===== src/hdl/radar_ascii_frame_parser_unit_defines.svh =====
// ---------------------------------------------------------------------------
// radar ascii frame parser unit - assertion macros
// shared concurrent assertion forms, clocked on the rising edge and
// disabled while reset is asserted
// ---------------------------------------------------------------------------
`ifndef RADAR_ASCII_FRAME_PARSER_UNIT_DEFINES_SVH
`define RADAR_ASCII_FRAME_PARSER_UNIT_DEFINES_SVH

// same-cycle implication
`define RAFP_ASSERT_NOW(label, clk, rst_n, ante, cons) \
  label: assert property (@(posedge clk) disable iff (!(rst_n)) (ante) |-> (cons)) \
    else $error("rafp assertion failed");

// next-cycle implication
`define RAFP_ASSERT_NEXT(label, clk, rst_n, ante, cons) \
  label: assert property (@(posedge clk) disable iff (!(rst_n)) (ante) |=> (cons)) \
    else $error("rafp assertion failed");

`endif


===== src/hdl/rafp_pkg.sv =====
// ---------------------------------------------------------------------------
// rafp_pkg
// constants, types and helpers for the radar ascii frame parser
// ---------------------------------------------------------------------------
package rafp_pkg;

  localparam int RAFP_BODY_DEPTH = 18;
  // body positions that the decoder looks at (0 .. 13)
  localparam int DEC_SPAN = 14;

  localparam logic [7:0] HDR_A_CH = 8'h31;
  localparam logic [7:0] CR_CH    = 8'h0D;
  localparam logic [7:0] LF_CH    = 8'h0A;
  localparam logic [7:0] POINT_CH = 8'h2E;
  localparam logic [7:0] MINUS_CH = 8'h2D;
  localparam logic [7:0] ZERO_CH  = 8'h30;

  typedef enum logic [1:0] {
    ST_OK       = 2'd0,
    ST_BAD_DIST = 2'd1,
    ST_BAD_VEL  = 2'd2,
    ST_OVERFLOW = 2'd3
  } status_t;

  typedef enum logic [3:0] {
    PH_HUNT = 4'b0001,
    PH_CR   = 4'b0010,
    PH_LF   = 4'b0100,
    PH_BODY = 4'b1000
  } phase_t;

  typedef logic [DEC_SPAN-1:0][7:0] body_view_t;

  typedef struct packed {
    status_t     status;
    logic        dist_upd;
    logic        vel_upd;
    logic [15:0] distance;
    logic [15:0] velocity;
  } dec_res_t;

  // ascii digit value, wrapping, no range check
  function automatic logic [15:0] digit_val(logic [7:0] b);
    return {8'h00, b} - {8'h00, ZERO_CH};
  endfunction

endpackage


===== src/hdl/rafp_decode.sv =====
// ---------------------------------------------------------------------------
// rafp_decode
// decodes an ended body into distance, velocity and a status code
// ---------------------------------------------------------------------------
module rafp_decode
  import rafp_pkg::*;
(
  input  body_view_t body_i,
  output dec_res_t   res_o
);

  logic [15:0] d [DEC_SPAN];
  logic [DEC_SPAN-1:0] pt;

  always_comb begin
    for (int k = 0; k < DEC_SPAN; k++) begin
      d[k]  = digit_val(body_i[k]);
      pt[k] = (body_i[k] == POINT_CH);
    end
  end

  always_comb begin
    res_o          = '0;
    res_o.status   = ST_OK;
    priority if (pt[3]) begin
      res_o.dist_upd = 1'b1;
      res_o.distance = d[2] * 16'd100 + d[4] * 16'd10 + d[5];
      res_o.vel_upd  = 1'b1;
      priority if (pt[8]) begin
        res_o.velocity = d[7] * 16'd100 + d[9] * 16'd10 + d[10];
      end else if (pt[10]) begin
        res_o.velocity = 16'd0 - (d[8] * 16'd1000 + d[9] * 16'd100
                                  + d[11] * 16'd10 + d[12]);
      end else if (pt[9]) begin
        if (body_i[7] == MINUS_CH) begin
          res_o.velocity = 16'd0 - (d[8] * 16'd100 + d[10] * 16'd10 + d[11]);
        end else begin
          res_o.velocity = d[7] * 16'd1000 + d[8] * 16'd100
                           + d[10] * 16'd10 + d[11];
        end
      end else begin
        res_o.vel_upd = 1'b0;
        res_o.status  = ST_BAD_VEL;
      end
    end else if (pt[4]) begin
      res_o.dist_upd = 1'b1;
      res_o.distance = d[2] * 16'd1000 + d[3] * 16'd100 + d[5] * 16'd10 + d[6];
      res_o.vel_upd  = 1'b1;
      priority if (pt[9]) begin
        res_o.velocity = d[8] * 16'd100 + d[10] * 16'd10 + d[11];
      end else if (pt[11]) begin
        res_o.velocity = 16'd0 - (d[9] * 16'd1000 + d[10] * 16'd100
                                  + d[12] * 16'd10 + d[13]);
      end else if (pt[10]) begin
        if (body_i[8] == MINUS_CH) begin
          res_o.velocity = 16'd0 - (d[9] * 16'd100 + d[11] * 16'd10 + d[12]);
        end else begin
          res_o.velocity = d[8] * 16'd1000 + d[9] * 16'd100
                           + d[11] * 16'd10 + d[12];
        end
      end else begin
        res_o.vel_upd = 1'b0;
        res_o.status  = ST_BAD_VEL;
      end
    end else begin
      res_o.status = ST_BAD_DIST;
    end
  end

endmodule


===== src/hdl/radar_ascii_frame_parser_unit.sv =====
// ---------------------------------------------------------------------------
// radar_ascii_frame_parser_unit
// parses ascii distance/velocity frames from a serial byte stream
// ---------------------------------------------------------------------------
// usage
//   input channel: one received serial byte per word (in_rx_byte), taken
//   on in_valid && in_ready. the byte is held in an input register and
//   handled from there once no result waits.
//   result channel: one word per ended frame or body overflow, carrying
//   out_status, out_distance and out_velocity (held values after the frame),
//   taken on out_valid && out_ready. header and body bytes give no word.
//   result path: input register, then hunter, body store and decoder, then
//   the result register, which drives out_valid.
//   throughput: one byte per cycle while no result waits, set by the single
//   input register to result register pass (all in one step).
//   stall: while a result waits, the input register still takes one more
//   byte; it is handled as soon as the result is taken.
//   reset: synchronous, active low; hunter back to the first header byte,
//   held distance and velocity cleared, both channels empty. the body
//   buffer is not cleared.
// ---------------------------------------------------------------------------
`include "radar_ascii_frame_parser_unit_defines.svh"

module radar_ascii_frame_parser_unit
  import rafp_pkg::*;
#(
  parameter int BODY_DEPTH = RAFP_BODY_DEPTH
) (
  input  logic               clk,
  input  logic               rst_n,
  input  logic               in_valid,
  output logic               in_ready,
  input  logic [7:0]         in_rx_byte,
  output logic               out_valid,
  input  logic               out_ready,
  output logic [1:0]         out_status,
  output logic [15:0]        out_distance,
  output logic signed [15:0] out_velocity
);

  localparam int IDX_W = $clog2(BODY_DEPTH);
  localparam logic [IDX_W-1:0] IDX_LAST = IDX_W'(BODY_DEPTH - 1);

  // input register
  logic       in_v_r;
  logic [7:0] in_byte_r;

  // hunter and body state
  phase_t             phase_r, phase_nxt;
  logic [IDX_W-1:0]   idx_r, idx_nxt;
  logic               prev_cr_r, prev_cr_nxt;
  logic [7:0]         body_r [BODY_DEPTH];
  logic               body_we;

  // held values
  logic [15:0] dist_r, dist_nxt;
  logic [15:0] vel_r, vel_nxt;

  // result register
  logic        out_valid_r;
  status_t     out_status_r;
  logic [15:0] out_dist_r;
  logic [15:0] out_vel_r;

  logic        advance;
  logic        gen_result;
  status_t     res_status;
  logic        body_end;
  body_view_t  view;
  dec_res_t    dec;

  // process the held byte unless a result is still waiting
  assign advance  = in_v_r && (!out_valid_r || out_ready);
  assign in_ready = !in_v_r || advance;

  always_ff @(posedge clk) begin
    if (!rst_n) begin
      in_v_r <= 1'b0;
    end else if (in_ready) begin
      in_v_r <= in_valid;
    end
    if (in_valid && in_ready) begin
      in_byte_r <= in_rx_byte;
    end
  end

  // decoder sees the buffer with the current byte laid over its position
  always_comb begin
    for (int k = 0; k < DEC_SPAN; k++) begin
      view[k] = (idx_r == IDX_W'(k)) ? in_byte_r : body_r[k];
    end
  end

  rafp_decode u_decode (
    .body_i (view),
    .res_o  (dec)
  );

  // frame end needs a stored previous byte, so never at body start
  assign body_end = (idx_r != '0) && prev_cr_r && (in_byte_r == LF_CH);

  always_comb begin
    phase_nxt   = phase_r;
    idx_nxt     = idx_r;
    prev_cr_nxt = prev_cr_r;
    dist_nxt    = dist_r;
    vel_nxt     = vel_r;
    body_we     = 1'b0;
    gen_result  = 1'b0;
    res_status  = ST_OK;
    if (advance) begin
      unique case (phase_r)
        PH_HUNT: begin
          if (in_byte_r == HDR_A_CH) begin
            phase_nxt = PH_CR;
          end
        end
        PH_CR: begin
          priority if (in_byte_r == CR_CH) begin
            phase_nxt = PH_LF;
          end else if (in_byte_r == HDR_A_CH) begin
            phase_nxt = PH_CR;
          end else begin
            phase_nxt = PH_HUNT;
          end
        end
        PH_LF: begin
          priority if (in_byte_r == LF_CH) begin
            phase_nxt = PH_BODY;
            idx_nxt   = '0;
          end else if (in_byte_r == HDR_A_CH) begin
            phase_nxt = PH_CR;
          end else begin
            phase_nxt = PH_HUNT;
          end
        end
        PH_BODY: begin
          body_we = 1'b1;
          priority if (body_end) begin
            gen_result = 1'b1;
            res_status = dec.status;
            if (dec.dist_upd) begin
              dist_nxt = dec.distance;
            end
            if (dec.vel_upd) begin
              vel_nxt = dec.velocity;
            end
          end else if (idx_r == IDX_LAST) begin
            // buffer full without a frame end
            gen_result = 1'b1;
            res_status = ST_OVERFLOW;
          end else begin
            idx_nxt     = idx_r + IDX_W'(1);
            prev_cr_nxt = (in_byte_r == CR_CH);
          end
          if (gen_result) begin
            phase_nxt = PH_HUNT;
            idx_nxt   = '0;
          end
        end
        default: begin
          phase_nxt = PH_HUNT;
          idx_nxt   = '0;
        end
      endcase
    end
  end

  always_ff @(posedge clk) begin
    if (!rst_n) begin
      phase_r   <= PH_HUNT;
      idx_r     <= '0;
      prev_cr_r <= 1'b0;
      dist_r    <= '0;
      vel_r     <= '0;
    end else begin
      phase_r   <= phase_nxt;
      idx_r     <= idx_nxt;
      prev_cr_r <= prev_cr_nxt;
      dist_r    <= dist_nxt;
      vel_r     <= vel_nxt;
    end
  end

  // body buffer, no reset
  always_ff @(posedge clk) begin
    if (body_we) begin
      body_r[idx_r] <= in_byte_r;
    end
  end

  // result register
  always_ff @(posedge clk) begin
    if (!rst_n) begin
      out_valid_r <= 1'b0;
    end else if (gen_result) begin
      out_valid_r <= 1'b1;
    end else if (out_ready) begin
      out_valid_r <= 1'b0;
    end
    if (gen_result) begin
      out_status_r <= res_status;
      out_dist_r   <= dist_nxt;
      out_vel_r    <= vel_nxt;
    end
  end

  assign out_valid    = out_valid_r;
  assign out_status   = out_status_r;
  assign out_distance = out_dist_r;
  assign out_velocity = signed'(out_vel_r);

  // checks
  `RAFP_ASSERT_NEXT(a_no_phantom_word, clk, rst_n, (!out_valid_r || out_ready) && !gen_result, !out_valid_r)
  `RAFP_ASSERT_NEXT(a_restart_after_word, clk, rst_n, gen_result, phase_r == PH_HUNT && idx_r == '0)
  `RAFP_ASSERT_NOW(a_index_in_range, clk, rst_n, phase_r == PH_BODY, idx_r <= IDX_LAST)
  `RAFP_ASSERT_NEXT(a_bad_dist_keeps, clk, rst_n, gen_result && res_status == ST_BAD_DIST, $stable(dist_r) && $stable(vel_r))

endmodule


===== config.mk =====
export PLATFORM = sky130hd
export DESIGN_NAME = radar_ascii_frame_parser_unit
export DESIGN_NICKNAME = d
export VERILOG_FILES = /design/src/hdl/rafp_pkg.sv /design/src/hdl/rafp_decode.sv /design/src/hdl/radar_ascii_frame_parser_unit.sv
export VERILOG_INCLUDE_DIRS = /design/src /design/src/hdl
export SDC_FILE = /design/constraint.sdc
export NUM_CORES = 2
export LEC_CHECK = 0
export CAP_MARGIN = 10
export CORE_ASPECT_RATIO = 1.75
export CORE_MARGIN = 2
export CORE_UTILIZATION = 40
export CTS_BUF_LIST = sky130_fd_sc_hd__clkbuf_4 sky130_fd_sc_hd__clkbuf_8 sky130_fd_sc_hd__clkbuf_16
export DETAILED_ROUTE_END_ITERATION = 12
export DONT_BUFFER_PORTS = 1
export PLACE_DENSITY_LB_ADDON = 0.3
export SYNTH_ARGS = -nofsm -noshare
export SYNTH_HDL_FRONTEND = slang
export SYNTH_SLANG_ARGS = --single-unit

===== constraint.sdc =====
create_clock -name clk -period 18.7 [get_ports clk]
set_input_delay 0.935 -clock clk [delete_from_list [all_inputs] [get_ports clk]]
set_output_delay 0.935 -clock clk [all_outputs]
set_load 0.01 [all_outputs]

Word-level counts from Yosys, hierarchy flattened --
Memory sizes are Yosys's and may differ from the RTL's. Index checks and enable logic that the tools add are counted. W data, S select, Z words.
Storage, ports and cells: bits in registers 86, input port bits 12, output and inout port bits 36, memories 1, memory bits (writable) 144
Memory list:
- body_r | words 18, bits a word 8, read ports 12, clocked after Yosys merged registers in 0, wr ports 1, line radar_ascii_frame_parser_unit.sv:52 | logic [7:0] body_r [BODY_DEPTH];
Cells by class: reductions and logical operators 15, multiply operators 16, bitwise gates (word level) 3, eq/ne operators 33, multiplexer cells 68, $add $sub $neg 37
Operators with widths (number):
- $add A16 B16 Y16 | 20
- $mux W16 | 16
- $sub A8 B6 Y9 const B | 12
- $mul A16 B3 Y15 const B | 6
- $mul A16 B5 Y14 const B | 6
- $mux W8 | 12
- $eq A8 B6 Y1 const B | 9
- $mul A16 B7 Y13 const B | 4
- $sub A1 B16 Y16 const A | 4
- $mux W36 | 1
- $mux W34 | 1
- $eq A5 B4 Y1 const B | 6
- $eq A5 B3 Y1 const B | 4
- $mux W2 | 10
- $mux W5 | 4
- $mux W1 | 18
- $eq A8 B4 Y1 const B | 2
- $pmux W4 S4 | 1
- $pmux W5 S3 | 1
- $mux W4 | 3
- $eq A5 B2 Y1 const B | 2
- $ne A2 B2 Y1 const B | 3
- $ne A3 B3 Y1 const B | 2
- $add A5 B1 Y5 const B | 1
- other kinds (17) | 24

Depth between registers and ports, before layout --
depth after elaboration 17, depth in mapped cells 37, gate-level depth less buffers 36

By module --
Synthesis repeated with hierarchy kept, for this count alone.
Unflattened totals: cells, all modules 3149, area total of the unflattened synthesis 30650.6 µm²
By module, submodules not included:
- rafp_decode | seq. area each 0.0 µm², area each 22271.4 µm², cells each 2618, times used 1
- radar_ascii_frame_parser_unit | seq. area each 5505.3 µm², area each 8379.3 µm², cells each 531, times used 1

Worst setup path after synthesis --
OpenSTA, ideal clock, no wires.
path kind register to register, start point register idx_r[0], end point register out_vel_r[15] (netlist: out_velocity[15]) (data pin), arrival 8.149 ns, clock period less this slack 8.424 ns, library setup time 0.274 ns, stages on the path, launching flop included 35, slack 10.276 ns, cell sequence dfxtp_1 -> inv_1 -> ha_1 -> and4bb_1 -> buf_6 -> mux2i_1 -> inv_1 -> ha_1 -> xnor2_1 -> inv_1 -> ha_1 -> inv_1 -> fa_1 -> inv_1 -> fa_1 -> inv_1 -> fa_1 -> inv_1 -> ha_1 -> o21a_1 -> o31a_1 -> a21o_1 -> fa_1 -> fa_1 -> inv_1 -> ha_1 -> a21o_1 -> a21oi_1 -> o22ai_1 -> nor3b_1 -> o211ai_1 -> nor4_1 -> xnor2_1 -> a221oi_1 -> nand3_1
On the way: longest elaborated chain between the ends 17, elaborated cells between the ends (all ways) 86
Ends and longest elaborated chain:
- start, declared | line radar_ascii_frame_parser_unit.sv:50 | logic [IDX_W-1:0] idx_r, idx_nxt;
- start signal, assigned | line radar_ascii_frame_parser_unit.sv:178 | idx_r <= idx_nxt;
- parallel branches: the longest is 14 deep, another holds $mul A16 B5 Y14
- $mux W16 (*) | line radar_ascii_frame_parser_unit.sv:139 | priority if (body_end) begin
- $mux W16 (*) | line radar_ascii_frame_parser_unit.sv:112 | unique case (phase_r)
- $mux W16 (*) | line radar_ascii_frame_parser_unit.sv:111 | if (advance) begin
- named net vel_nxt[15] | line radar_ascii_frame_parser_unit.sv:57 | logic [15:0] vel_r, vel_nxt;
- end signal, assigned | line radar_ascii_frame_parser_unit.sv:204 | out_vel_r <= vel_nxt;
- end, declared | line radar_ascii_frame_parser_unit.sv:63 | logic [15:0] out_vel_r;
Mark *: on every way through the listed nets, which the timed path passes. A chain may end at the register's enable or synchronous reset.

Worst setup path after layout --
start point register idx_r[3], end point register out_vel_r[15] (netlist: out_velocity[15]) (data pin)
The elaborated chain is that of the path after synthesis.

==> results.cfg <==
[status]
run_status = complete, no violations

[setup_path]
cp-end-kind = flip-flop
path_max_fanout = 16
crit_slowest_cell = and4bb_1
reg2reg_to = out_velocity[15]
rr_startpoint = idx_r[3]
r2r_cells = 31
startpoint_type = flip-flop
criticalPathCategory = reg -> reg
slowest_delay_ns = 0.78
crit_buf_inv = 7
worstPathArrival_ns = 10.25
reg2reg_slack_ns = 8.67
cpLargestDelayFamily = adder cells
crit_required_ns = 18.92
cpMostUsedCell = inv_1

[logic_synthesis]
synthDistinctLibCells = 104
ys_warn_count = 0
synth_area_um2 = 30700
syn_inst = 3234
ys_seq_elements = 182
synth-async-reset-ratio_pct = 0
synthSimpleGateAreaFrac_pct = 9.65
synth_top_family_by_area = adder cells
yosys-top-cells-count = 589 x inv_1, 480 x ha_1, 302 x fa_1
synth_top_area_cell = fa_1
synth.most_common_cell = inv_1
muxShareOfSynthArea_pct = 4.07
ys_seq_area_share_pct = 16.4
synth_fa_ha_area_share_pct = 39.2
synth_area_leaders = fa_1 20%, ha_1 20%, edfxtp_1 13%
synthXorXnorAreaFrac_pct = 9.27
synth_compound_area_share_pct = 13.2
synth_top_area_share_pct = 19.7
syn-num-nets = 4028
syn_avg_cell_area_um2 = 9.50
synth_enable_flop_cells = 138
synthFlopType = edfxtp_1

[cts]
htreeDepth = 4
cts_tree = built
cts_buffer_depth = 2
numCtsBuffers = 17
cts_sinks = 182
cts.root.buffer_cell = clkbuf_16
cts_resized = 0
postCtsSetupBuffers = 0
clk_latency_ns = 0.50
clk_pin_slew_ns = 0.08
cts_hold_buf = 0

[routing]
drtIter0Drc = 1161
drt-total-wl_mm = 100
drc_errors = 0
ant_nets = 0
routedWlPerCell_um = 23.5
viasPerCell = 5.48
drtPass1Iterations = 5
via_count = 23400

[power]
power_uw = 855
powerDensity_nw_per_um2 = 26.1
leakagePower_uw = 0.0153
worst_ir_drop_vdd_mv = 0.0530

[layout]
final_cells = 4273
regArea_um2 = 5020
multi_input_comb_area_um2 = 23200
drive_above_1_share_pct = 5.23
num_antenna_cells = 0
fin_nets = 4034
num-fill-cells = 7542
area_growth_pct = 6.55

[run]
drv_cap = 0

[timing]
clock-skew-final_ns = 0.0251
finalCritPeriodShare_pct = 53.6
worstMarginPinSlew_ns = 1.20
slew_headroom_pct = 17.8
setup_violations = 0
drv_slew = 0
hold_violations = 0
rsz0062_at_grt = false
max_freq_mhz = 99.7
holdWs_ns = 0.504
layout_min_cycle_time_ns = 10.03
setup_tns_ns = 0

[floorplanning]
dieArea_um2 = 79100
num_io_pins = 48
rows = 134
dieHeight_um = 371
initial_core_util_pct = 40.4
core_um2 = 76100
die_w_um = 214

[min_path]
hp-class = in -> reg
min_path_cells = 1
hp-start = rst_n
holdPathEnd = phase_r[0]

[place]
post-place-cells = 4240
hpwl_mm = 84.0
port_buffers = 0
place.gp.congestion = 0.966

[global_routing]
grt_use_total_pct = 26.0
grt_pass1_wl_mm = 149
grt-ovfl-total = 0
grt_max_degree = 35
grt_pass1_vias = 24700
antenna_found_initial = 2
worst max path at each step:
stage / from / end / slack, ns / cells after the start
3_3_place_gp: idx_r[3] / out_velocity[15] / 9.03 / 33
3_5_place_dp: idx_r[3] / out_velocity[15] / 8.83 / 31
4_1_cts: idx_r[3] / out_velocity[15] / 8.79 / 31
2_1_floorplan: idx_r[0] / out_velocity[15] / 10.28 / 34
5_1_grt: idx_r[3] / out_velocity[15] / 7.90 / 33
6_report: idx_r[3] / out_velocity[15] / 8.67 / 31
area by class of cell:
class	instances	share of cell area (%)
repair buffers	51	1.18
well taps	1020	3.90
inverters	590	6.76
clock inverters	15	0.573
multi-input cells	2398	70.9
flip-flops and latches	182	15.3
clock buffers	17	1.30
power breakdown:
group / switching (uW) / internal, uW
Combinational: 26.2 / 6.19
Clock: 201 / 184
Sequential: 1.35 / 436
Total: 229 / 626
stage by stage:
step                      utilization (%)  instance area, um2  setup slack, ns
after floorplan                         -               30700            10.28
after global placement               42.2               32100             9.03
after detailed placement             42.2               32100             8.83
after CTS                            43.0               32700             8.79
after global routing                 43.0               32700             7.90
final                                43.0               32700             8.67
layer usage:
layer / GRT usage [%] / vias to the layer above / part of all wire [%]
met5: 0 / - / 0.016
met4: 24.8 / 2 / 12
met3: 3.17 / 360 / 3.6
met2: 48.7 / 625 / 53
met1: 23.8 / 11500 / 32
li1: - / 11000 / -
cells in the final DEF (no fill, tap or decap), types with 14 or more instances in the layout:
cell,n
edfxtp_1,138
nand3_1,21
a31oi_1,14
xnor2_1,198
nor3_1,57
or3_1,18
mux2i_1,87
nor2b_1,36
and2_1,35
a211oi_1,27
o21ai_0,108
o21bai_1,21
a21oi_1,144
ha_1,480
nor2_1,184
dfxtp_1,44
a21o_1,85
fa_1,302
buf_4,50
o21a_1,32
mux2_2,27
clkbuf_16,17
nand2b_1,31
nand2_1,101
o22ai_1,14
xor2_1,108
inv_1,589
worst register-to-register path, delay by kind of cell, from the launching register on:
family                     cells  cell delay (ns)
buffers and inverters          7             0.57
DFF                            1             0.71
muxes                          1             0.73
and+or+nand+nor                4             1.75
xor gates and xnor gates       2             0.74
AOI/OAI and AO/OA              8             1.49
adders and majority gates      9             3.77
cell families (layout without fill, tap and decap cells):
| logic type | count (synthesis) | count (layout) |
|---|---|---|
| xor+xnor | 314 | 314 |
| simple gates | 581 | 581 |
| mux | 120 | 120 |
| flops | 182 | 182 |
| compound gates | 601 | 601 |
| buf+inv | 654 | 673 |
| fa+ha+maj | 782 | 782 |
registers in the layout, summed over array words and instances (netlist names), 2 cells and up:
signal / flops
out_velocity: 16
in_byte_r: 8
body_r: 96
dist_r: 16
phase_r: 4
idx_r: 5
out_distance: 16
out_status: 2
vel_r: 16
No activity file was read; power rests on OpenSTA's default activity.
